[src/rtl/scp_pkg.sv]
// ----------------------------------------------------------------------------
// Sphere collision push-out package
// Request and response payload types, shared by the block and its checker,
// and the stored sphere entry and the action codes used by the block.
// ----------------------------------------------------------------------------
`default_nettype none

package scp_pkg;

  localparam int unsigned COORD_W = 32;
  localparam int unsigned RAD_W   = 31;

  localparam logic [1:0] ACT_ADD   = 2'd0;
  localparam logic [1:0] ACT_CLEAR = 2'd1;
  localparam logic [1:0] ACT_CHECK = 2'd2;

  typedef struct packed {
    logic [1:0]                action;
    logic signed [COORD_W-1:0] pos_x;
    logic signed [COORD_W-1:0] pos_y;
    logic signed [COORD_W-1:0] pos_z;
    logic [RAD_W-1:0]          sphere_radius;
  } req_t;

  typedef struct packed {
    logic                      hit;
    logic signed [COORD_W-1:0] push_x;
    logic signed [COORD_W-1:0] push_y;
    logic signed [COORD_W-1:0] push_z;
    logic                      status;
  } rsp_t;

  typedef struct packed {
    logic signed [COORD_W-1:0] x;
    logic signed [COORD_W-1:0] y;
    logic signed [COORD_W-1:0] z;
    logic [RAD_W-1:0]          r;
  } entry_t;

endpackage

`default_nettype wire

[src/rtl/scp_cell.sv]
// ----------------------------------------------------------------------------
// Sphere storage cell
// Holds one obstacle sphere; loads a new sphere or takes its neighbour's
// sphere when the ring rotates.
// ----------------------------------------------------------------------------
`default_nettype none

module scp_cell (
  input  wire logic            clk_i,
  input  wire logic            load_i,
  input  wire scp_pkg::entry_t load_data_i,
  input  wire logic            shift_i,
  input  wire scp_pkg::entry_t shift_data_i,
  output scp_pkg::entry_t      data_o
);
  import scp_pkg::*;

  entry_t data_q;

  always_ff @(posedge clk_i) begin
    if (load_i) begin
      data_q <= load_data_i;
    end else if (shift_i) begin
      data_q <= shift_data_i;
    end
  end

  assign data_o = data_q;

endmodule

`default_nettype wire

[config.mk]
export PLATFORM = sky130hd
export DESIGN_NAME = scp_cell
export DESIGN_NICKNAME = d
export VERILOG_FILES = /design/src/rtl/scp_pkg.sv /design/src/rtl/scp_cell.sv
export SDC_FILE = /design/constraint.sdc
export NUM_CORES = 1
export LEC_CHECK = 0
export BUFFER_PORTS_ARGS = -buffer_cell sky130_fd_sc_hd__buf_2
export CAP_MARGIN = 40
export CORE_AREA = 2 2 150 152
export CTS_BUF_LIST = sky130_fd_sc_hd__clkbuf_8
export CTS_CLUSTER_DIAMETER = 40
export DETAILED_ROUTE_END_ITERATION = 10
export DIE_AREA = 0 0 152 154
export PLACE_DENSITY = 0.51
export SLEW_MARGIN = 15
export SYNTH_ARGS = -nofsm -noshare
export SYNTH_HDL_FRONTEND = slang
export SYNTH_SLANG_ARGS = --single-unit
[constraint.sdc]
create_clock -name clk_i -period 6.1 [get_ports clk_i]
set_input_delay 0.61 -clock clk_i [delete_from_list [all_inputs] [get_ports clk_i]]
set_output_delay 0.61 -clock clk_i [all_outputs]
set_load 0.03 [all_outputs]
---- Word-level counts from Yosys, hierarchy flattened ----
Index checks and enable logic that the tools add are counted.
storage, ports and cells
  register bits after elaboration ......... 127
  input port bits ......................... 257
  output and inout bits ................... 127
  logic and storage cells ................. 7
operators by class
  mux-type cells .......................... 2
  reduce and logical (&&, ||, !) cells .... 1
operator list
  operator             count
  127-bit two-way mux  2
  2-bit nonzero test   1

---- Depth between registers and ports, before layout ----
Gate-level depths: netlist (run 1).
  word-level depth ........................ 2
  mapped depth ............................ 3

---- Least setup slack after synthesis (run 1) ----
OpenSTA, ideal clock, no wires.
  path kind ............................... input to register
  start ................................... input port load_i
  end ..................................... register data_q (netlist bit data_o[0]) (enable)
  library setup time ...................... 433 ps
  arrival time ............................ 2472 ps
  path slack .............................. 3196 ps
  stages .................................. 3
  cells stage by stage .................... clkbuf_8 buf_6 or2_2
on the way
  cells in the longest elaborated chain, start to end .. 1
ends and longest elaborated chain
  element                       RTL line        text
  from (decl)                   scp_cell.sv:10  input wire logic load_i,
  2-bit nonzero test (no line)  n/a
  to (signal assigned)          scp_cell.sv:22  data_q <= load_data_i;
  to (signal assigned)          scp_cell.sv:24  data_q <= shift_data_i;
  to (decl)                     scp_cell.sv:18  entry_t data_q;
No other way between the ends.
A chain may end at the register's enable or synchronous reset.

---- Worst setup path after layout (run 1) ----
  start ................................... input port load_i
  end ..................................... register data_q (netlist bit data_o[36]) (enable)
The elaborated chain is that of the path after synthesis.

==> results of run 1 <==
## final cells by class
| cell class | instances | area [sq um] | area share, % |
|---|---|---|---|
| Timing Repair Buffer | 387 | 1970 | 24.5 |
| Tap cell | 280 | 350 | 4.37 |
| Multi-Input combinational cell | 128 | 1440 | 17.9 |
| Clock inverter | 14 | 216 | 2.70 |
| Sequential cell | 127 | 3810 | 47.5 |
| Clock buffer | 17 | 234 | 2.92 |
## cells in the final DEF (no fill, tap or decap)
master	n
buf_2	382
mux2_2	127
edfxtp_1	127
clkbuf_8	17
bufinv_16	5
buf_4	4
clkinvlp_4	3
clkinv_4	2
inv_6	2
or2_4	1
inv_1	1
clkinv_2	1
buf_16	1
## Yosys cell counts
cell and number:
or2_2 1, buf_6 6, clkbuf_8 8, mux2_2 127
edfxtp_1 127
## metal layers
| layer | part of all wire, % | track usage [%] | routed length, microns | up-vias |
|---|---|---|---|---|
| li1 | - | - | - | 1855 |
| met1 | 36 | 13.1 | 5530 | 1822 |
| met2 | 53 | 22.8 | 8030 | 213 |
| met3 | 9.1 | 5.47 | 1380 | 15 |
| met4 | 1.8 | 5.12 | 281 | 0 |
| met5 | 0 | 0 | 0 | - |
## logic make-up after synthesis
kind of cell / after synthesis
muxes: 127
DFF: 127
buffers and inverters: 14
and+or+nand+nor: 1
## path summary, 6_finish.rpt
check / from / end / slack (ns) / cells after the start
hold / removal: load_data_i[85] / data_o[85]$_DFFE_PP_ / 0.47 / 2
setup / recovery: load_i / data_o[36]$_DFFE_PP_ / 3.76 / 3
## power by group
part           switching, uW  total, uW  internal (uW)  leakage [uW]
Combinational            307        488            181       0.00204
Clock                    353        839            486      0.000220
Sequential              24.2       1100           1070       0.00129
Total                    684       2420           1740       0.00355
## per-stage QoR
step | power, uW | util [%] | hold slack (ns) | instance area (sq um) | setup WS [ns]
after floorplan | 1420 | - | 0.830 | 5430 | 3.20
after global placement | 1610 | 34.8 | 0.912 | 7540 | 3.30
after detailed placement | 1610 | 34.8 | 0.914 | 7540 | 3.22
after CTS | 2460 | 36.9 | 0.416 | 8000 | 3.73
after global routing | 2530 | 37.0 | 0.424 | 8020 | 3.61
final | 2420 | 37.0 | 0.472 | 8020 | 3.76
## critical path, delay by kind of cell
family | cells | cell delay (ns)
buf+inv | 2 | 1.13
simple gates | 1 | 0.61
==> summary.md, run 1 <==
| Metric | Value |
|---|---|
| Post-CTS Resized | 0 |
| Via Count | 3905 |
| Hold-fix buffers at CTS | 0 |
| Initial antenna violation count | 0 |
| Worst Setup End Kind | flip-flop |
| Critical Path RT | 6.16 ns |
| Max-cap viol count | 0 |
| Non-Filler Instances | 953 |
| Worst setup SP type | primary input |
| Nets@finish | 918 |
| FP Rows | 54 |
| Post-Synthesis Cells | 269 |
| Largest family of logic cells by synthesized area | multiplexers |
| Distinct cells, synth | 5 |
| # diodes | 0 |
| Final slew viol count | 0 |
| WP data arrival | 2.41 ns |
| Worst Path Max Fanout | 60 |
| Outcome | finished clean |
| Post-CTS setup buffers | 0 |
| Post-route antenna net violation count | 0 |
| Seq/Total Area, Yosys | 70.3% |
| CTS tree | built |
| Drc violations | 0 |
| #FFs+latches synth | 127 |
| Share of cells above drive strength 1 | 81.0% |
| CTS buffer count | 17 |
| Final Hold Fails | 0 |
| Synth top area cells | edfxtp_1, mux2_2, clkbuf_8, buf_6, or2_2 |
| Drt wl/cell | 16.0 microns |
| IO Count | 384 |
| Worst-path clk slew | 0.08 ns |
| Number of placed cells counting well taps | 921 |
| IR drop worst, VDD | 0.143 mV |
| Core Region | 21700 sq um |
| Post-synthesis simple-gate area fraction | 0.115% |
| Worst path slowest cell | or2_4 |
| Drt via density | 4.10 |
| Number of global-route vias before repair | 4150 |
| Routed WL | 15200 microns |
| Post-synthesis xor/xnor area fraction | 0% |
| Max stage delay on crit path | 0.61 ns |
| Achievable Freq | 0.427 GHz |
| Chip width | 152 microns |
| Tcrit/Tclk final | 38.4% |
| Area grow syn2layout | 47.8% |
| GPL Wtd Cong | 0.812 |
| Min-Delay Path Class | in2reg |
| Root Buffer | clkbuf_8 |
| Compound-Gate Fraction of Synth Area | 0% |
| Crit-path cells | buf_4, or2_4, buf_4 |
| Filler instances | 2126 |
| Die height | 154 microns |
| Global Route Usage Sum | 12.8% |
| Pleak | 0.00355 uW |
| Synth area leader | edfxtp_1 |
| Grt total ovfl | 0 |
| Slew headroom | 51.5% |
| Setup TNS | 0 ns |
| RSZ-0062 raised after global routing | false |
| Drt pass-1 iters | 4 |
| Min Tclk post-route | 2.34 ns |
| Final setup violation count | 0 |
| Post-synthesis mux area share | 26.3% |
| Syn Std Cell Area | 5430 sq um |
| Syn avg cell area | 20.2 sq um |
| Adder-Cell Fraction of Synth Area | 0% |
| First-pass GRT wire length | 22800 microns |
| CTS sink cnt | 127 |
| Buffers added on ports | 383 |
| Largest net degree at the start of global routing | 70 |
| Clock tree buffer depth | 2 |
| H-tree lvl count | 4 |
| Yosys warns | 0 |
| Initial DRC count | 150 |
| Setup CP Type | in2reg |
| Initial Utilization | 25.0% |
| Top cell type's share of synthesized area | 70.3% |
| Largest register FFs | 127 |
| Crit path top cell by count | buf_4 |
| HPWL after DPL | 11700 microns |
| Power Dens Cells | 302 nW/um^2 |
| Net Count, Synth | 526 |
| Least-Margin Pin Slew | 0.727 ns |
| Die footprint | 23400 sq um |
No activity file was read; power rests on OpenSTA's default activity.
==> inputs of run 2 (changes only) <==
- clock period: 6.1 -> 2.4 ns (I/O delays scaled with it)
==> summary.md, run 2 (synthesis gave the netlist of run 1 again) <==
| Metric | Value |
|---|---|
| Setup CP Type | reg2out (was in2reg) |
| Number of global-route vias before repair | 4128 (was 4150) |
| Largest register FFs | 127 (unchanged) |
| Global Route Usage Sum | 12.6% (was 12.8%) |
| Buffers added on ports | 383 (unchanged) |
| Count of buffer and inverter cells on the critical path | 1 (was 2) |
| IR drop worst, VDD | 0.387 mV (was 0.143 mV) |
| Reg power frac | 46.1% (was 45.2%) |
| Post-CTS Resized | 0 (unchanged) |
| Worst Path Max Fanout | 1 (was 60) |
| H-tree lvl count | 4 (unchanged) |
| Drc violations | 0 (unchanged) |
| Delay-heaviest family, CP | flip-flops (was buffers and inverters) |
| Critical Path RT | 2.16 ns (was 6.16 ns) |
| Gate power share | 20.6% (was 20.2%) |
| Final slew viol count | 0 (unchanged) |
| Die height | 154 microns (unchanged) |
| Post-CTS setup buffers | 0 (unchanged) |
| Drt pass-1 iters | 4 (unchanged) |
| Post-route antenna net violation count | 0 (unchanged) |
| Via Count | 3907 (was 3905) |
| CTS sink cnt | 127 (unchanged) |
| Share of cells above drive strength 1 | 81.2% (was 81.0%) |
| Outcome | finished clean (unchanged) |
| Routed WL | 15100 microns (was 15200 microns) |
| WP data arrival | 1.06 ns (was 2.41 ns) |
| Largest net degree at the start of global routing | 67 (was 70) |
| Die footprint | 23400 sq um (unchanged) |
| First-pass GRT wire length | 22600 microns (was 22800 microns) |
| Worst Setup End Kind | primary output (was flip-flop) |
| Drt via density | 4.09 (was 4.10) |
| Worst hold slack | 0.0988 ns (was 0.472 ns) |
| Root Buffer | clkbuf_8 (unchanged) |
| Cell Int Power | 4320 uW (was 1740 uW) |
| CTS buffer count | 17 (unchanged) |
| Chip width | 152 microns (unchanged) |
| Pleak | 0.00355 uW (about the same) |
| Clock tree buffer depth | 2 (unchanged) |
| Area grow syn2layout | 48.2% (was 47.8%) |
| Worst setup SP type | flip-flop (was primary input) |
| Power Dens Cells | 751 nW/um^2 (was 302 nW/um^2) |
| Commonest non-fill, non-tap cells in the layout | buf_2, mux2_2, edfxtp_1, clkbuf_8 (was buf_2, mux2_2, edfxtp_1, clkbuf_8, bufinv_16) |
| Final Hold Fails | 0 (unchanged) |
| Clock power frac | 33.4% (was 34.6%) |
| IO Count | 384 (unchanged) |
| Drt wl/cell | 15.8 microns (was 16.0 microns) |
| Initial antenna violation count | 2 (was 0) |
| Initial DRC count | 115 (was 150) |
| Slew headroom | 74.5% (was 51.5%) |
| Sw Ratio | 28.6% (was 28.2%) |
| Worst-path clk slew | 0.09 ns (was 0.08 ns) |
| CTS tree | built (unchanged) |
| Worst path slowest cell | edfxtp_1 (was or2_4) |
| Max-cap viol count | 0 (unchanged) |
| Nets@finish | 920 (was 918) |
| Setup TNS | 0 ns (unchanged) |
| Tcrit/Tclk final | 54.0% |
| Max stage delay on crit path | 0.42 ns (was 0.61 ns) |
| HPWL after DPL | 11700 microns (about the same) |
| Least-Margin Pin Slew | 0.382 ns (was 0.727 ns) |
| Min Tclk post-route | 1.30 ns |
| Commonest non-fill, non-tap cell in the layout | buf_2 (unchanged) |
| GPL Wtd Cong | 0.783 (was 0.812) |
| Crit-path cells | buf_2 (was buf_4, or2_4, buf_4) |
| Grt total ovfl | 0 (unchanged) |
| RSZ-0062 raised after global routing | false (unchanged) |
| Psw | 1730 uW (was 684 uW) |
| Core Region | 21700 sq um (unchanged) |
| Min-Delay Path Class | in2reg (unchanged) |
| Achievable Freq | 0.772 GHz |
| Hold-fix buffers at CTS | 0 (unchanged) |
| Final setup violation count | 0 (unchanged) |
| Initial Utilization | 25.0% (unchanged) |
| FP Rows | 54 (unchanged) |
run 2: changes by cell type in the layout (fill, tap and decap cells not counted), sizes merged:
cell,change
clkinvlp,+1
buf,+2
bufinv,-1
inv,-1
diode,+2
run 2: power by group through the flow:
stage                     sequential, uW  clock [uW]  combinational [uW]
after global routing                2810        2210                1320
after global placement              2830           0                1250
after CTS                           2790        2100                1270
after detailed placement            2840           0                1260
final                               2780        2020                1240
after floorplan                     3350           0                 262
run 2: layer usage:
metal | global-route usage (%) | share of wire (%)
met1 | 13.3 | 37
met3 | 5.67 | 9.6
met5 | 0 | 0
met2 | 22.2 | 52
met4 | 4.54 | 1.7
run 2: path summary, 6_finish.rpt:
kind                                   end                start  depth (start not counted)
worst max-delay path             data_o[1]  data_o[1]$_DFFE_PP_                          1
worst min-delay path  data_o[93]$_DFFE_PP_     shift_data_i[93]                          2
run 2: layout make-up:
cell class / count / area, sq um
clock buffer: 17 / 234
timing repair buffer: 389 / 2010
fill: 2089 / 13600
multi-input combinational: 128 / 1440
clock inverter: 13 / 190
tap: 280 / 350
antenna: 2 / 5.00
sequential: 127 / 3810
run 2: stage by stage:
step                total power (uW)  cells  util (%)  setup slack [ns]  cell area [sq um]
floorplan                       3610    269         -             0.500               5430
global placement                4090    924      35.1             0.857               7620
detailed placement              4100    924      35.1             0.797               7620
CTS                             6160    954      37.1              1.05               8040
global route                    6340    955      37.1              1.03               8040
finish                          6040    956      37.1              1.10               8050
