**src/rtl/scp_div.sv**
```systemverilog
// ----------------------------------------------------------------------------
// Iterative unsigned divider
// Restoring division, one quotient bit per cycle.
// ----------------------------------------------------------------------------
`default_nettype none

module scp_div #(
  parameter int unsigned NUM_W = 65,
  parameter int unsigned DEN_W = 32
) (
  input  wire logic             clk_i,
  input  wire logic             rst_ni,
  input  wire logic             start_i,
  input  wire logic [NUM_W-1:0] num_i,
  input  wire logic [DEN_W-1:0] den_i,
  output logic                  done_o,
  output logic [NUM_W-1:0]      quot_o
);

  localparam int unsigned CNT_W = $clog2(NUM_W + 1);

  logic [NUM_W-1:0] num_q;
  logic [DEN_W-1:0] den_q;
  logic [DEN_W-1:0] rem_q;
  logic [CNT_W-1:0] cnt_q;
  logic             run_q;
  logic             done_q;

  logic [DEN_W:0] rem_sh;
  logic           take;

  assign rem_sh = {rem_q, num_q[NUM_W-1]};
  assign take   = (rem_sh >= {1'b0, den_q});

  always_ff @(posedge clk_i or negedge rst_ni) begin
    if (!rst_ni) begin
      run_q  <= 1'b0;
      done_q <= 1'b0;
      cnt_q  <= '0;
      num_q  <= '0;
      den_q  <= '0;
      rem_q  <= '0;
    end else if (start_i) begin
      run_q  <= 1'b1;
      done_q <= 1'b0;
      cnt_q  <= '0;
      num_q  <= num_i;
      den_q  <= den_i;
      rem_q  <= '0;
    end else if (run_q) begin
      rem_q <= take ? DEN_W'(rem_sh - {1'b0, den_q}) : rem_sh[DEN_W-1:0];
      num_q <= {num_q[NUM_W-2:0], take};
      cnt_q <= cnt_q + CNT_W'(1);
      if (cnt_q == CNT_W'(NUM_W - 1)) begin
        run_q  <= 1'b0;
        done_q <= 1'b1;
      end
    end else begin
      done_q <= 1'b0;
    end
  end

  assign done_o = done_q;
  assign quot_o = num_q;

endmodule

`default_nettype wire

```
**config.mk**
```make
export PLATFORM = sky130hd
export DESIGN_NAME = scp_div
export DESIGN_NICKNAME = d
export VERILOG_FILES = /design/src/rtl/scp_div.sv
export SDC_FILE = /design/constraint.sdc
export NUM_CORES = 1
export LEC_CHECK = 0
export BUFFER_PORTS_ARGS = -buffer_cell sky130_fd_sc_hd__buf_4
export CAP_MARGIN = 0
export CORE_MARGIN = 2
export CORE_UTILIZATION = 50
export CTS_CLUSTER_SIZE = 25
export DETAILED_ROUTE_END_ITERATION = 12
export PLACE_DENSITY = 0.74
export SLEW_MARGIN = 20
export SYNTH_ARGS = -nofsm -noshare
export SYNTH_HDL_FRONTEND = slang
export SYNTH_SLANG_ARGS = --single-unit
```
**constraint.sdc**
```tcl
create_clock -name clk_i -period 5.2 [get_ports clk_i]
set_input_delay 1.04 -clock clk_i [delete_from_list [all_inputs] [get_ports clk_i]]
set_output_delay 1.04 -clock clk_i [all_outputs]
set_load 0.02 [all_outputs]
```
======== Word-level counts from Yosys, hierarchy flattened ========
Index checks and enable logic that the tools add are counted.
storage, ports and cells
  bits in registers ....................... 138
  logic and storage cells ................. 25
cells by class
  add/subtract/negate cells ............... 2
  order comparisons ....................... 1
  eq/ne operators ......................... 2
  multiplexer cells ....................... 13
  reductions and logical operators ........ 1
operators with widths
  operator               count
  $mux W65               2
  $mux W32               3
  $ge A33 B32 Y1         1
  $sub A32 B32 Y32       1
  $mux W7                2
  $add A7 B1 Y7 const B  1
  $eq A7 B7 Y1 const B   1
  $mux W1                6
  $ne A3 B2 Y1 const B   1
  $reduce_bool A2 Y1     1

======== Logic depth before layout (Yosys ltp) ========
Gate-level depths: netlist of run 1.
  word-level depth ........................ 4
  depth in mapped cells ................... 12
  mapped depth without buffers ............ 11

======== Worst setup path after synthesis of run 1 ========
No wires, ideal clock.
  path kind ............................... register to register
  start point ............................. register num_q[64], in the netlist quot_o[64]
  end point ............................... register rem_q[28]
  setup time .............................. 0.099 ns
  data arrival time ....................... 2.588 ns
  data required time ...................... 5.101 ns
  setup slack ............................. 2.512 ns
  stages on the path, launching flop included .. 12
  clock period less this slack ............ 2.688 ns
  path through ............................ dfrtp_1 > inv_1 > ha_1 > fa_1 > nor2b_1 > o2111ai_1 > a31oi_1 > o211a_1 > o21ai_1 > a211o_1 > a31o_2 > a311oi_1
on the way
  longest elaborated chain between the ends .. 4
  elaborated cells on any way between the ends .. 5
  classes of those cells .................. add/sub: 1; order compare: 1; mux: 3
ends and longest elaborated chain
  item                                                       RTL line  source
  start, declared                                            22        logic [NUM_W-1:0] num_q;
  start signal, assigned                                     47        num_q <= num_i;
  start signal, assigned                                     52        num_q <= {num_q[NUM_W-2:0], take};
  $sub A32 B32 Y32 / $ge A33 B32 Y1 (equally long branches)  51, 33
  $mux W32 *                                                 51        rem_q <= take ? DEN_W'(rem_sh - {1'b0, den_q}) : rem_sh[DEN_W-1:0];
  $mux W32 *                                                 50        end else if (run_q) begin
  $mux W32 *                                                 43        end else if (start_i) begin
  end signal, assigned                                       51
  end, declared                                              24        logic [DEN_W-1:0] rem_q;
Every way passes the cells marked *; elsewhere a longest branch is shown, timed or not. The select of a mux whose other input is x is not followed.
A chain may end at the register's enable or synchronous reset.

======== Worst setup path in the final report of run 1 ========
  start point ............................. register rem_q[25]
  end point ............................... register rem_q[2]
on the way
  longest elaborated chain between the ends .. 4
ends and longest elaborated chain
  item            RTL line  source
  $ge A33 B32 Y1  33        assign take = (rem_sh >= {1'b0, den_q});
  $mux W32        51
  $mux W32        50
  $mux W32        43
Every way passes these cells. The select of a mux whose other input is x is not followed.

==> flow_metrics.tcl, run 1 <==
set metrics [dict create \
    crit_fanout 22 \
    ctsRootBufferMaster "clkbuf_16" \
    required_ns 5.51 \
    routed-wl-met3_um 1210 \
    end_kind "flip-flop" \
    wirelength_um 20200 \
    post_cts_resized 0 \
    post-route-drc-count 0 \
    synth_nets 1048 \
    p_leak_uw 0.00523 \
    maxSlewViolCount 0 \
    diodes 0 \
    placed_cells 1242 \
    maxCapViolations 0 \
    final_cell_mix "buf_4, nand2_1, dfrtp_1" \
    worst-setup-path-type "reg2reg" \
    antenna_left 0 \
    vias 6997 \
    synthArstFlopShare_pct 100 \
    arrival_ns 3.53 \
    clk_path_buf_depth 2 \
    fmax_mhz 310 \
    die_w_um 131 \
    boundaryPins 166 \
    rows 46 \
    fin_nets 1181 \
    hpwl_um 14200 \
    cts_tree "done" \
    path_clk_slew_ns 0.06 \
    cts.sinks 138 \
    htreeDepth 4 \
    hold_violations 0 \
    synth_area_sq_um 8100 \
    tns_ns 0 \
    setup_violations 0 \
    final_common_cell "buf_4" \
    first_global_vias 6847 \
    postSynthAreaPerCell_sq_um 8.87 \
    vias_per_cell 5.49 \
    grtUsageTotal_pct 24.0 \
    layout-drive-gt1-share_pct 20.8 \
    port_buffers 165 \
    hold_start "den_q[0]" \
    wire_per_inst_um 15.8 \
    synth_seq_area_share_pct 42.6 \
    tightest_slew_ns 0.681 \
    die_y_um 131 \
    maxSlewHeadroom_pct 54.6 \
    synth_top_flop_cell "dfrtp_1" \
    wl_met1_um 9360 \
    yosysWarnings 0 \
    wl_met2_um 9260 \
    synthCells 913 \
    r2r_start "rem_q[25]" \
    rsz0062_at_grt "false" \
    synth_cell_type_count 60 \
    fillerInstances 1396 \
    grt_max_degree 173 \
    post-route-min-period_ns 3.22 \
    cts_hold_buf 0 \
    drt_first_pass_iters 5 \
    area_growth_pct 24.5 \
    worst_slack_ns 1.98 \
    start_util_pct 51.0 \
    peakVddDrop_mv 0.286 \
    yosys_register_bits 138 \
    coreArea_sq_um 15900 \
    grt-ovfl-total 0 \
    dp_slack_ns 2.01 \
    highest_layer "met4" \
    layout.cells.non_filler 1275 \
    fin_crit_sh_pct 62.0 \
    finalClockSkew_ns 0.00724 \
    post_cts_buffers 0 \
    synth_edf_count 0 \
    min_path_type "reg2reg" \
    powerDensity_nw_per_um2 449 \
    die_area_sq_um 17200 \
    critPathLaunch "rem_q[25]" \
    status "complete, no violations" \
    grt_pass1_wl_um 34000 \
    start_kind "flip-flop" \
    place_congestion 0.927 \
    antenna_found_initial 0 \
    numCtsBuffers 17 \
    hold_slack_ns 0.512 \
    drtIter0Drc 439 \
    clk_latency_ns 0.43 \
]
## power breakdown
part	switching [uW]	internal, uW
combinational	1120	790
sequential	131	1240
clock	460	792
total	1710	2820
## worst paths after layout
| kind | depth (start not counted) | slack [ns] | to |
|---|---|---|---|
| max | 10 | 1.98 | rem_q[2] |
| min | 1 | 0.51 | den_q[0] |
| max reg2reg | 10 | 1.98 | rem_q[2] |
| min reg2reg | 1 | 0.51 | den_q[0] |
| max in group asynchronous | 2 | 3.52 | rem_q[28] |
| min in group asynchronous | 1 | 0.64 | den_q[13] |
## per-stage QoR
stage	utilization (%)	instance area, sq um	power (uW)
floorplan	-	8100	2780
global placement	59.5	9450	3250
detailed placement	59.5	9450	3270
CTS	63.3	10100	4540
global route	63.5	10100	4850
finish	63.5	10100	4530
## routing by layer
metal,vias to the layer above,global-route usage [%]
li1,3491,-
met1,3289,33.3
met2,194,37.1
met3,23,6.75
met4,0,6.46
met5,-,0
## cells in the mapped netlist, types with 2 or more instances
| cell type | n | area (sq um) |
|---|---|---|
| buf_1 | 7 | 26.3 |
| a31oi_1 | 9 | 56.3 |
| a31o_2 | 4 | 35.0 |
| a21oi_1 | 33 | 165 |
| nand3b_1 | 4 | 30.0 |
| nand3_1 | 20 | 100 |
| o22ai_1 | 3 | 18.8 |
| xor2_1 | 9 | 78.8 |
| clkbuf_1 | 40 | 150 |
| o21ai_0 | 117 | 586 |
| ha_1 | 34 | 425 |
| a2111oi_0 | 3 | 26.3 |
| nor2b_1 | 6 | 37.5 |
| nand4b_1 | 2 | 17.5 |
| o21bai_1 | 10 | 75.1 |
| o31a_1 | 2 | 17.5 |
| nand2b_1 | 8 | 50.1 |
| o211ai_1 | 4 | 30.0 |
| mux2i_1 | 67 | 671 |
| nor2_1 | 54 | 203 |
| xnor2_1 | 14 | 123 |
| a211oi_1 | 6 | 45.0 |
| nor4_1 | 5 | 31.3 |
| dfrtp_1 | 138 | 3450 |
| nand4_1 | 11 | 68.8 |
| or3_1 | 5 | 31.3 |
| nand2_1 | 156 | 586 |
| nor3b_1 | 2 | 15.0 |
| a211o_1 | 6 | 52.6 |
| a21o_1 | 18 | 135 |
| and3_1 | 4 | 25.0 |
| a311oi_1 | 25 | 219 |
| nor3_1 | 6 | 30.0 |
| inv_1 | 46 | 173 |
| buf_2 | 10 | 50.1 |
## flip-flops by register name, indices dropped and copies added, names as in the netlist
signal  cells
rem_q      32
quot_o     65
den_q      32
done_o      1
cnt_q       7
run_q       1
## final cells by class
class | count | area (sq um) | area share [%]
clock buffer | 22 | 474 | 4.70
clock inverter | 10 | 140 | 1.39
inverter | 46 | 173 | 1.71
multi-input combinational | 671 | 4240 | 42.1
sequential | 138 | 3460 | 34.3
tap | 216 | 270 | 2.68
timing repair buffer | 172 | 1330 | 13.2
## logic make-up after synthesis
kind of cell	count (synthesis)	share of synthesized area, %
adders and majority gates	35	5.50
muxes	68	8.42
buffers and inverters	104	4.99
xor gates and xnor gates	23	2.49
DFF	138	42.6
AOI/OAI and AO/OA	255	20.0
and+or+nand+nor	290	15.9
## critical path, cell delays in order, from the launching register on
cell      delay [ns]
dfrtp_1         0.39
ha_1            0.36
a21o_1          0.20
a21o_1          0.16
a21oi_1         0.18
nor2_1          0.09
a311o_1         0.39
nor2_2          0.54
buf_4           0.40
nand2_1         0.09
a311oi_1        0.30
Note: power is estimated with default switching activity, not from simulation.
==> run 2: changes to the inputs <==
clock period = 3 ns   (was 5.2 ns; I/O delays follow)
==> flow_metrics.tcl, run 2 (same netlist as run 1, synthesis figures left out) <==
set metrics [dict create \
    post-route-min-period_ns 2.83 \
    arrival_ns 3.17 \
    p_total_uw 8210 \
    wirelength_um 20600 \
    fin_nets 1201 \
    grt_max_degree 80 \
    grt_pass1_wl_um 34400 \
    end_kind "flip-flop" \
    worst-setup-path-type "reg2reg" \
    post_cts_buffers 0 \
    fin_crit_sh_pct 94.5 \
    status "complete, no violations" \
    port_buffers 165 \
    post-route-drc-count 0 \
    hpwl_um 14700 \
    p_leak_uw 0.00534 \
    antenna_left 0 \
    clk_path_buf_depth 2 \
    min_path_type "in2async" \
    clock_power_share_pct 27.1 \
    path_clk_slew_ns 0.06 \
    power_frac_comb_pct 43.9 \
    peakVddDrop_mv 0.457 \
    vias 7174 \
    switching_power_uw 3120 \
    tns_ns 0 \
    internal_power_uw 5090 \
    r2r_cells 9 \
    start_kind "flip-flop" \
    cts_tree "done" \
    maxCapViolations 0 \
    grt-ovfl-total 0 \
    maxSlewViolCount 0 \
    postPlaceCellArea_sq_um 9630 \
    coreArea_sq_um 15900 \
    worst_path_max_delay_cell "ha_1" \
    antenna_found_initial 0 \
    htreeDepth 4 \
    wire_per_inst_um 15.9 \
    area_growth_pct 27.4 \
    largest_reg_flops 65 \
    drt_first_pass_iters 5 \
    cts.sinks 138 \
    switching_share_pct 38.0 \
    setup_violations 0 \
    rows 46 \
    clk_latency_ns 0.43 \
    finalInstanceArea_sq_um 10300 \
    vias_per_cell 5.54 \
    first_global_vias 7025 \
    numCtsBuffers 17 \
    cpPeakStageDelay_ns 0.43 \
    die_area_sq_um 17200 \
    fmax_mhz 353 \
    rsz0062_at_grt "false" \
    maxSlewHeadroom_pct 62.0 \
    layout.cells.non_filler 1295 \
    drtIter0Drc 397 \
    crit_chain "ha_1 > nand4_1 > nor4_4 > a21oi_1 > o21ai_0 > o21bai_1 > a211o_1 > a31o_2 > a311oi_1" \
    placed_cells 1263 \
    final_common_cell "buf_4" \
    final_cell_mix "buf_4, nand2_1, dfrtp_1" \
    die_w_um 131 \
    layout-drive-gt1-share_pct 23.4 \
    hold_violations 0 \
    powerDensity_nw_per_um2 795 \
    crit_fanout 7 \
    diodes 0 \
    place_congestion 0.881 \
    pwr-share-seq_pct 29.0 \
    required_ns 3.33 \
    boundaryPins 166 \
    tightest_slew_ns 0.570 \
    start_util_pct 51.0 \
    ctsRootBufferMaster "clkbuf_16" \
    finalClockSkew_ns 0.00537 \
    die_y_um 131 \
    grtUsageTotal_pct 24.2 \
]
==> run 2: final timing paths <==
kind                            slack, ns  startpoint         end
worst max register to register       0.17   rem_q[11]   rem_q[24]
max in group asynchronous            2.03      rst_ni  quot_o[37]
worst min register to register       0.53    den_q[0]    den_q[0]
min in group clk_i                   0.38    den_i[7]    den_q[7]
worst min-delay path                 0.14      rst_ni   den_q[13]
worst max-delay path                 0.17   rem_q[11]   rem_q[24]
==> run 2: stage by stage <==
stage	hold WS (ns)	utilization, %	worst slack [ns]
after global routing	0.182	65.0	0.00555
final	0.136	65.0	0.165
after detailed placement	0.524	60.6	0.0926
after global placement	0.516	60.6	0.180
after floorplan	0.304	-	0.312
after CTS	0.158	64.6	0.0701
==> run 2: per-layer routing <==
layer	track usage, %	wire [um]
met5	0	0
met4	8.15	391
met1	32.3	9320
met2	38.3	9560
met3	6.29	1310
==> run 2: cell type report <==
| type | count | area (sq um) |
|---|---|---|
| repair buffers | 192 | 1490 |
| inverters | 46 | 173 |
| flip-flops and latches | 138 | 3460 |
| well taps | 216 | 270 |
| multi-input cells | 671 | 4310 |
| fillers | 1330 | 5570 |
| clock buffers | 20 | 467 |
| clock inverters | 12 | 160 |
==> run 2: what timing repair did <==
item / CTS / global route
hold buffers: 0 / 0
gates resized for setup: 0 / 14
setup endpoints to repair: 0 / 5
==> run 2: worst max-delay path, delay by kind of cell (launching register included) <==
family,cells,cell delay (ns)
and+or+nand+nor,2,0.66
DFF,1,0.40
adders and majority gates,1,0.43
AOI/OAI and AO/OA,6,1.26
==> run 2: power by group through the flow <==
| stage | clock [uW] | combinational (uW) | sequential (uW) |
|---|---|---|---|
| 2_1_floorplan | 0 | 2360 | 2450 |
| 3_3_place_gp | 0 | 3460 | 2390 |
| 3_5_place_dp | 0 | 3470 | 2400 |
| 4_1_cts | 2250 | 3500 | 2370 |
| 5_1_grt | 2340 | 3990 | 2420 |
| 6_report | 2220 | 3600 | 2380 |
