[config.mk]
export PLATFORM = sky130hd
export DESIGN_NAME = scp_sqrt
export DESIGN_NICKNAME = d
export VERILOG_FILES = /design/src/rtl/scp_sqrt.sv
export SDC_FILE = /design/constraint.sdc
export NUM_CORES = 1
export LEC_CHECK = 0
export BUFFER_PORTS_ARGS = -buffer_cell sky130_fd_sc_hd__buf_2
export CAP_MARGIN = 20
export CORE_MARGIN = 3
export CORE_UTILIZATION = 45
export CTS_BUF_LIST = sky130_fd_sc_hd__clkbuf_8
export DETAILED_ROUTE_END_ITERATION = 16
export PLACE_DENSITY = 0.68
export SYNTH_ARGS = -nofsm -noshare
export SYNTH_HDL_FRONTEND = slang
export SYNTH_SLANG_ARGS = --single-unit
[constraint.sdc]
create_clock -name clk_i -period 6.77 [get_ports clk_i]
set_input_delay 0.3385 -clock clk_i [delete_from_list [all_inputs] [get_ports clk_i]]
set_output_delay 0.3385 -clock clk_i [all_outputs]
set_load 0.02 [all_outputs]
[src/rtl/scp_sqrt.sv]
// ----------------------------------------------------------------------------
// Iterative integer square root
// Floor square root of a 64-bit value, one result bit per cycle.
// ----------------------------------------------------------------------------
`default_nettype none

module scp_sqrt (
  input  wire logic        clk_i,
  input  wire logic        rst_ni,
  input  wire logic        start_i,
  input  wire logic [63:0] val_i,
  output logic             done_o,
  output logic [31:0]      root_o
);

  logic [63:0] val_q;
  logic [33:0] rem_q;
  logic [31:0] root_q;
  logic [5:0]  cnt_q;
  logic        run_q;
  logic        done_q;

  logic [35:0] rem_sh;
  logic [35:0] trial;
  logic        take;

  assign rem_sh = {rem_q, val_q[63:62]};
  assign trial  = {2'b00, root_q, 2'b01};
  assign take   = (rem_sh >= trial);

  always_ff @(posedge clk_i or negedge rst_ni) begin
    if (!rst_ni) begin
      run_q  <= 1'b0;
      done_q <= 1'b0;
      cnt_q  <= '0;
      val_q  <= '0;
      rem_q  <= '0;
      root_q <= '0;
    end else if (start_i) begin
      run_q  <= 1'b1;
      done_q <= 1'b0;
      cnt_q  <= '0;
      val_q  <= val_i;
      rem_q  <= '0;
      root_q <= '0;
    end else if (run_q) begin
      val_q  <= {val_q[61:0], 2'b00};
      rem_q  <= take ? 34'(rem_sh - trial) : rem_sh[33:0];
      root_q <= {root_q[30:0], take};
      cnt_q  <= cnt_q + 6'd1;
      if (cnt_q == 6'd31) begin
        run_q  <= 1'b0;
        done_q <= 1'b1;
      end
    end else begin
      done_q <= 1'b0;
    end
  end

  assign done_o = done_q;
  assign root_o = root_q;

endmodule

`default_nettype wire

After elaboration in Yosys (flattened, before gate mapping)
Index checks and enable logic that the tools add are counted.

Register bits: 138. Latch bits: 0. Memory bits (writable): 0. ROM bits: 0. Input port bits: 67. Output and inout bits: 33. Memories kept: 0.

Add/subtract/negate cells: 2. Multiply operators: 0. Divide/modulo/power cells: 0. $lt $le $gt $ge: 1. Equal/unequal tests: 2. Shift operators: 0. Mux-type cells: 15. Bitwise logic cells: 0. Reductions and logical operators: 1.

Operator list (number): $mux W64 (2); $mux W34 (3); $mux W32 (2); $ge A36 B34 Y1 (1); $sub A34 B34 Y34 (1); $mux W6 (2); $add A6 B1 Y6 const B (1); $eq A6 B5 Y1 const B (1); $mux W1 (6); $ne A3 B2 Y1 const B (1); $reduce_bool A2 Y1 (1).

Longest topological paths before layout
Gate-level depths: netlist of run 1.

Word-level depth: 4. Depth in mapped cells: 13. Gate-level depth less buffers: 10.

Worst setup path before layout of run 1
Ideal clock, no wire load.

Path kind: register -> register. Start point: register root_q[9], in the netlist root_o[9]. End point: register rem_q[5]. Data arrival time: 2.767 ns. Data required time: 6.646 ns. Setup slack: 3.880 ns. Stages on the path, launching flop included: 14. Path buffers: 3. Cells stage by stage: dfrtp_1 -> inv_1 -> ha_1 -> buf_6 -> a21oi_1 -> o21ai_1 -> a211o_1 -> a21o_1 -> a2111oi_4 -> or2_1 -> buf_6 -> buf_8 -> nor2_1 -> o31a_1.

Longest elaborated chain between the ends: 4.

Ends and longest elaborated chain: start: declaration (RTL line 18) `logic [31:0] root_q;`; start signal: assignment (RTL line 49) `root_q <= {root_q[30:0], take};`; $ge A36 B34 Y1 (RTL line 29) `assign take = (rem_sh >= trial);`; $mux W34 (RTL line 48) `rem_q <= take ? 34'(rem_sh - trial) : rem_sh[33:0];`; $mux W34 (RTL line 46) `end else if (run_q) begin`; $mux W34 (RTL line 39) `end else if (start_i) begin`; end signal: assignment (RTL line 48); end: declaration (RTL line 17) `logic [33:0] rem_q;`.

No other way between the ends. The select of a mux whose other input is x is not followed. A chain may end at the register's enable or synchronous reset.

Final worst setup path of run 1
Start point: register root_q[9], in the netlist root_o[9]. End point: register rem_q[0].

The elaborated chain is that of the path after synthesis.

==> reports/results.tsv, run 1 <==
stage	metric	value	unit
routing	DRT Pass-1 Iters	5	
yosys	Main synth FF type	dfrtp_1	
cts	Post-CTS Setup Bufs	0	
yosys	register area share after synthesis	41.52	%
cts	CTS Root Cell	clkbuf_8	
timing	Layout Skew	0.01304	ns
worst_hold_path	hold path startpoint	val_i[32]	
yosys	synthesized area per cell	8.981	um^2
placement	pre-CTS setup slack	3.120	ns
yosys	synth unique cells	54	
global_routing	global-route wire length before repair	32200	um
timing	f_max	273.3	MHz
floorplanning	Core Box Area	0.01809	mm^2
critical_path	CP peak stage delay	0.88	ns
routing	Detail Route Antenna Nets	0	
critical_path	CP arrival	4.02	ns
floorplanning	# IOs	100	
timing	Final setup viols	0	
critical_path	FF-to-FF End	rem_q[0]	
cts	CTS tree	done	
cts	Sink Count	138	
critical_path	path depth of the worst reg2reg path	10	
critical_path	crit end category	flip-flop	
timing	max-slew violations	0	
global_routing	largest net degree at the start of global routing	110	
timing	final hold violations	0	
routing	DRT iter0 DRCs	527	
pwr	Peak VDD IR	209.4	uV
worst_hold_path	hold depth	3	
final_layout	final core occ	51.44	%
routing	DRC viols	0	
floorplanning	initial core utilization	45.98	%
final_layout	# diodes	0	
final_layout	most frequent cells in the layout	137 x dfrtp_1, 120 x nand2_1, 106 x mux2i_1	
critical_path	startpoint class of the critical path	flip-flop	
yosys	ys async rst share	100.0	%
worst_hold_path	Hold EP	val_q[32]	
yosys	FF+latch count, synth	138	
worst_hold_path	worst min path class	in2reg	
timing	min cycle time layout	3.660	ns
final_layout	layout cell share with drive strength beyond 1	14.26	%
routing	via count	6741	
cts	clk buf depth	2	
pwr	PwrDens	389.0	mW/mm^2
global_routing	vias in the first global route	6524	
timing	hold_ws	0.08082	ns
timing	RSZ-0062 raised after global routing	no	
yosys	Syn. warnings	0	
final_layout	nets@finish	1092	
critical_path	R2R Setup Slk	3.11	ns
critical_path	Buf/Inv on CP	1	
critical_path	Worst path top cell family by delay	compound AO/OA/AOI/OAI gates	
yosys	Synthesized Nets	1028	
routing	Vias/cell	5.472	
yosys	Post-Synthesis Cell Area	0.008317	mm^2
floorplanning	die area	0.02015	mm^2
floorplanning	Chip Height	141.9	um
floorplanning	die extent in x	141.9	um
routing	drt wl/cell	15.37	um
critical_path	reg-to-reg startpoint	root_o[9]	
routing	Routed WL	18930	um
floorplanning	Core Rows	49	
timing	final worst slack	3.110	ns
timing	period utilisation layout	54.06	%
cts	H-tree levels	4	
cts	Resize count post-CTS	0	
critical_path	Crit Path Category	reg2reg	
global_routing	GRT Total Usage	19.43	%
placement	RD Place Congestion	0.9092	
critical_path	CP Cell Sequence	inv_1 -> ha_1 -> a21oi_1 -> o21ai_1 -> a211o_1 -> a21o_1 -> a2111oi_4 -> or2_1 -> nand2_1 -> a311oi_2	
yosys	Post-Synthesis Cells	926	
flow_run	max cap viols	0	
critical_path	critical path peak fanout	25	
cts	Clock Latency Late Sink	0.45	ns
global_routing	GRT overflow	0	
critical_path	data required time of the worst path	7.13	ns
placement	hpwl dp	12950	um
global_routing	initial antenna violation count	1	
cts	Worst-path clk slew	0.09	ns
timing	setup TNS	0	ns
cts	cts bufs inserted	17	
final_layout	synth-to-layout area growth	11.87	%
timing	Slew HR	29.10	%
timing	Least-Margin Pin Slew	1.064	ns
final_layout	commonest non-fill, non-tap cell in the layout	dfrtp_1	
outcome	status	finished, final reports clean	
cts	Hold Buf Count CTS	1	
placement	Port Buf Inserts	99	
yosys	Post-synth EDFFs	0	
pwr	overall power	3.619	mW
pwr	LEAKAGE	5.002	nW
critical_path	Slowest-stage cell, CP	or2_1	
-- registers in the layout, summed over array words and instances (netlist names) --
name    cells
done_o      1
root_o     32
val_q      64
cnt_q       6
rem_q      34
run_q       1
-- worst reg2reg max path, cell delays in order, from the launching register on --
cell and delay (ns):
dfrtp_1 0.40, inv_1 0.06, ha_1 0.41, a21oi_1 0.17, o21ai_1 0.10, a211o_1 0.30, a21o_1 0.24, a2111oi_4 0.52
or2_1 0.88, nand2_1 0.19, a311oi_2 0.29
-- cell usage after synthesis (4+ instances only) --
master	number	share of area, %
mux2i_1	106	13
inv_1	48	2.2
o22ai_1	4	0.30
a211oi_1	17	1.5
a31oi_1	6	0.45
nand4_1	9	0.68
ha_1	35	5.3
buf_2	4	0.24
o21bai_1	4	0.36
a21o_1	12	1.1
a21oi_1	39	2.3
nor2_1	95	4.3
o21a_1	6	0.54
buf_1	9	0.41
and3_1	8	0.60
dfrtp_1	138	42
nor2b_1	6	0.45
a311oi_1	10	1.1
xnor2_1	18	1.9
xor2_1	13	1.4
a41oi_1	4	0.42
nor3_1	9	0.54
nand2_1	120	5.4
clkbuf_1	42	1.9
o21ai_0	97	5.8
nand3_1	17	1.0
-- worst max path at each step --
| stage | start | to | depth (start not counted) |
|---|---|---|---|
| after floorplan | root_o[9] | rem_q[5] | 13 |
| after global placement | root_o[19] | rem_q[31] | 11 |
| after detailed placement | root_o[12] | rem_q[2] | 10 |
| after CTS | root_o[12] | rem_q[0] | 10 |
| after global routing | root_o[20] | rem_q[31] | 11 |
| final | root_o[9] | rem_q[0] | 10 |
-- cell type report --
| class | count | area (um^2) |
|---|---|---|
| Fill cell | 1709 | 8782 |
| Inverter | 48 | 180.2 |
| Clock inverter | 15 | 182.7 |
| Sequential cell | 138 | 3457 |
| Timing Repair Buffer | 105 | 555.5 |
| Tap cell | 229 | 286.5 |
| Clock buffer | 17 | 234.0 |
| Multi-Input combinational cell | 680 | 4408 |
-- through the flow --
stage	cell area (um^2)	cells
after floorplan	8317	926
after global placement	8877	1199
after detailed placement	8877	1199
after CTS	9304	1232
after global routing	9304	1232
final	9304	1232
-- logic make-up (layout without fill, tap and decap cells) --
| kind of cell | count (synthesis) | after routing | share of synthesized area (%) |
|---|---|---|---|
| AND/OR/NAND/NOR | 277 | 277 | 14.04 |
| buffers and inverters | 108 | 185 | 5.476 |
| AO/OA/AOI/OAI | 231 | 231 | 17.68 |
| flip-flops | 138 | 138 | 41.52 |
| multiplexers | 106 | 106 | 12.76 |
| adder cells (fa/ha/maj) | 35 | 35 | 5.266 |
| XOR/XNOR | 31 | 31 | 3.265 |
-- routing by layer --
layer  vias to the layer above  GRT usage, %  share of wire (%)  routed length (um)
met1                      3177         28.60                 49                9252
met2                       167         29.28                 45                8430
met3                        22         4.167                5.3                1001
li1                       3373             -                  -                   -
met4                         2         5.000                1.2                 233
met5                         -             0              0.069                  13
-- report_power, final --
| part | internal [mW] | switching, mW |
|---|---|---|
| Clock | 0.340 | 0.364 |
| Combinational | 0.776 | 1.12 |
| Sequential | 0.937 | 0.0852 |
| Total | 2.05 | 1.57 |
Power figures use the tool's default switching activity.
==> run 2: changes to the inputs <==
PLACE_DENSITY = 0.71   (was 0.68)
clock period = 3 ns   (was 6.77 ns; I/O delays follow)
==> reports/results.tsv, run 2 (synthesis gave the netlist of run 1 again) <==
stage	metric	value	unit	change
outcome	status	finished, final reports clean		
critical_path	Slowest-stage cell, CP	dfrtp_1		
critical_path	startpoint class of the critical path	flip-flop		
critical_path	FF-to-FF End	rem_q[7]		
critical_path	path depth of the worst reg2reg path	13		+3
global_routing	initial antenna violation count	0		-1
routing	Post-Route M1 WL	9585	um	+3.6%
routing	met2 routed WL	9640	um	+14%
critical_path	most frequent cell on the critical path	buf_4		
timing	Final setup viols	0		unchanged
pwr	LEAKAGE	5.455	nW	+9.1%
critical_path	crit end category	flip-flop		
critical_path	CP peak stage delay	0.42	ns	-0.46 ns
timing	max-slew violations	0		unchanged
final_layout	post-route cell area	0.01024	mm^2	+10%
final_layout	commonest non-fill, non-tap cell in the layout	dfrtp_1		
critical_path	Worst path top cell family by delay	compound AO/OA/AOI/OAI gates		
routing	Detail Route Antenna Nets	0		unchanged
routing	DR WL met3	969	um	-3.2%
routing	DRC viols	0		unchanged
floorplanning	die extent in x	141.9	um	unchanged
final_layout	final non-filler cell total	1323		+7.4%
critical_path	critical path peak fanout	9		-64%
floorplanning	Core Box Area	0.01809	mm^2	unchanged
timing	f_max	344.4	MHz	+26%
placement	pre-CTS setup slack	0.06630	ns	-3.053 ns
critical_path	Buf/Inv on CP	4		+3
cts	Worst-path clk slew	0.09	ns	about the same
timing	Least-Margin Pin Slew	0.9302	ns	-0.1333 ns
placement	Port Buf Inserts	99		unchanged
timing	Slew HR	37.98	%	+8.9 points
final_layout	# diodes	0		unchanged
critical_path	reg-to-reg startpoint	root_o[27]		
timing	min cycle time layout	2.904	ns	-0.7559 ns
cts	Clock Latency Late Sink	0.46	ns	about the same
routing	drt wl/cell	15.47	um	+0.70%
final_layout	Largest Register	val_q		
routing	Routed WL	20470	um	+8.1%
cts	H-tree levels	4		unchanged
final_layout	layout cell share with drive strength beyond 1	16.36	%	+2.1 points
final_layout	synth-to-layout area growth	23.15	%	
timing	setup TNS	0	ns	unchanged
global_routing	GRT Total Usage	20.72	%	+1.3 points
cts	cts bufs inserted	17		unchanged
floorplanning	Core Rows	49		unchanged
placement	dpl cells	1222		+1.9%
final_layout	nets@finish	1183		+8.3%
global_routing	largest net degree at the start of global routing	162		+47%
routing	Top Layer Used	met4		
floorplanning	# IOs	100		unchanged
final_layout	max reg flops	64		unchanged
critical_path	Crit Path Category	reg2reg		
critical_path	data required time of the worst path	3.36	ns	-3.77 ns
placement	RD Place Congestion	0.8893		-2.2%
cts	Sink Count	138		unchanged
timing	Layout Skew	0.01353	ns	+0.0004923 ns
routing	via count	7167		+6.3%
global_routing	GRT overflow	0		unchanged
cts	clk buf depth	2		unchanged
floorplanning	initial core utilization	45.98	%	unchanged
cts	CTS Root Cell	clkbuf_8		
worst_hold_path	hold depth	2		-1
placement	hpwl dp	12930	um	-0.12%
pwr	Peak VDD IR	442.0	uV	+110%
final_layout	most frequent cells in the layout	137 x dfrtp_1, 119 x nand2_1, 106 x mux2i_1		
critical_path	CP Cell Sequence	inv_1 -> ha_2 -> a21oi_1 -> o21ai_1 -> o41ai_4 -> buf_4 -> o41ai_4 -> a2111oi_4 -> buf_4 -> nor2_2 -> buf_4 -> mux2i_1 -> a211oi_1		
critical_path	R2R Setup Slk	0.1	ns	-3.01 ns
routing	Vias/cell	5.417		-0.99%
cts	CTS tree	done		
critical_path	CP arrival	3.26	ns	-0.76 ns
routing	DRT iter0 DRCs	552		+4.7%
routing	DRT Pass-1 Iters	8		+3
timing	period utilisation layout	96.79	%	+43 points
timing	final worst slack	0.09640	ns	-3.014 ns
worst_hold_path	Hold EP	root_o[25]		
pwr	PwrDens	861.8	mW/mm^2	+120%
worst_hold_path	hold path startpoint	start_i		
timing	final hold violations	0		unchanged
global_routing	global-route wire length before repair	34570	um	+7.4%
placement	Area after DPL	0.009096	mm^2	+2.5%
flow_run	max cap viols	0		unchanged
global_routing	vias in the first global route	7073		+8.4%
floorplanning	die area	0.02015	mm^2	unchanged
pwr	overall power	8.827	mW	+140%
floorplanning	Chip Height	141.9	um	unchanged
worst_hold_path	worst min path class	in2reg		
-- run 2: layout make-up --
type                            count  area (um^2)
Multi-Input combinational cell    680         4451
Inverter                           48        180.2
Timing Repair Buffer              196         1445
Tap cell                          229        286.5
Fill cell                        1565         7844
Clock inverter                     15        188.9
Clock buffer                       17        234.0
Sequential cell                   138         3457
-- run 2: timing repair --
action,4_1_cts,5_1_grt
setup endpoints to repair,0,33
buffers inserted,0,4
hold endpoints to repair,144,0
resized for setup,0,10
hold buffers,65,0
-- run 2: power breakdown --
group	switching, mW	internal, mW
combinational	2.65	2.21
sequential	0.192	2.11
clock	0.877	0.789
-- run 2: worst max-delay path by stage --
stage | start | end | cells past startpoint
2_1_floorplan | root_o[9] | rem_q[5] | 13
3_3_place_gp | root_o[9] | rem_q[26] | 10
3_5_place_dp | root_o[12] | rem_q[20] | 11
4_1_cts | root_o[31] | rem_q[20] | 10
5_1_grt | root_o[28] | rem_q[9] | 12
6_report | root_o[27] | rem_q[7] | 13
-- run 2: routing by layer --
layer,up-vias,global-route usage [%]
met5,-,0
met4,0,5.657
met3,21,4.772
met2,166,33.62
met1,3429,28.08
li1,3551,-
-- run 2: metrics by stage --
step	hold WS [ns]	util, %
detailed placement	0.2655	50.29
global placement	0.2686	50.29
global route	0.1207	56.63
CTS	0.1005	56.23
finish	0.1294	56.63
floorplan	-0.1456	-
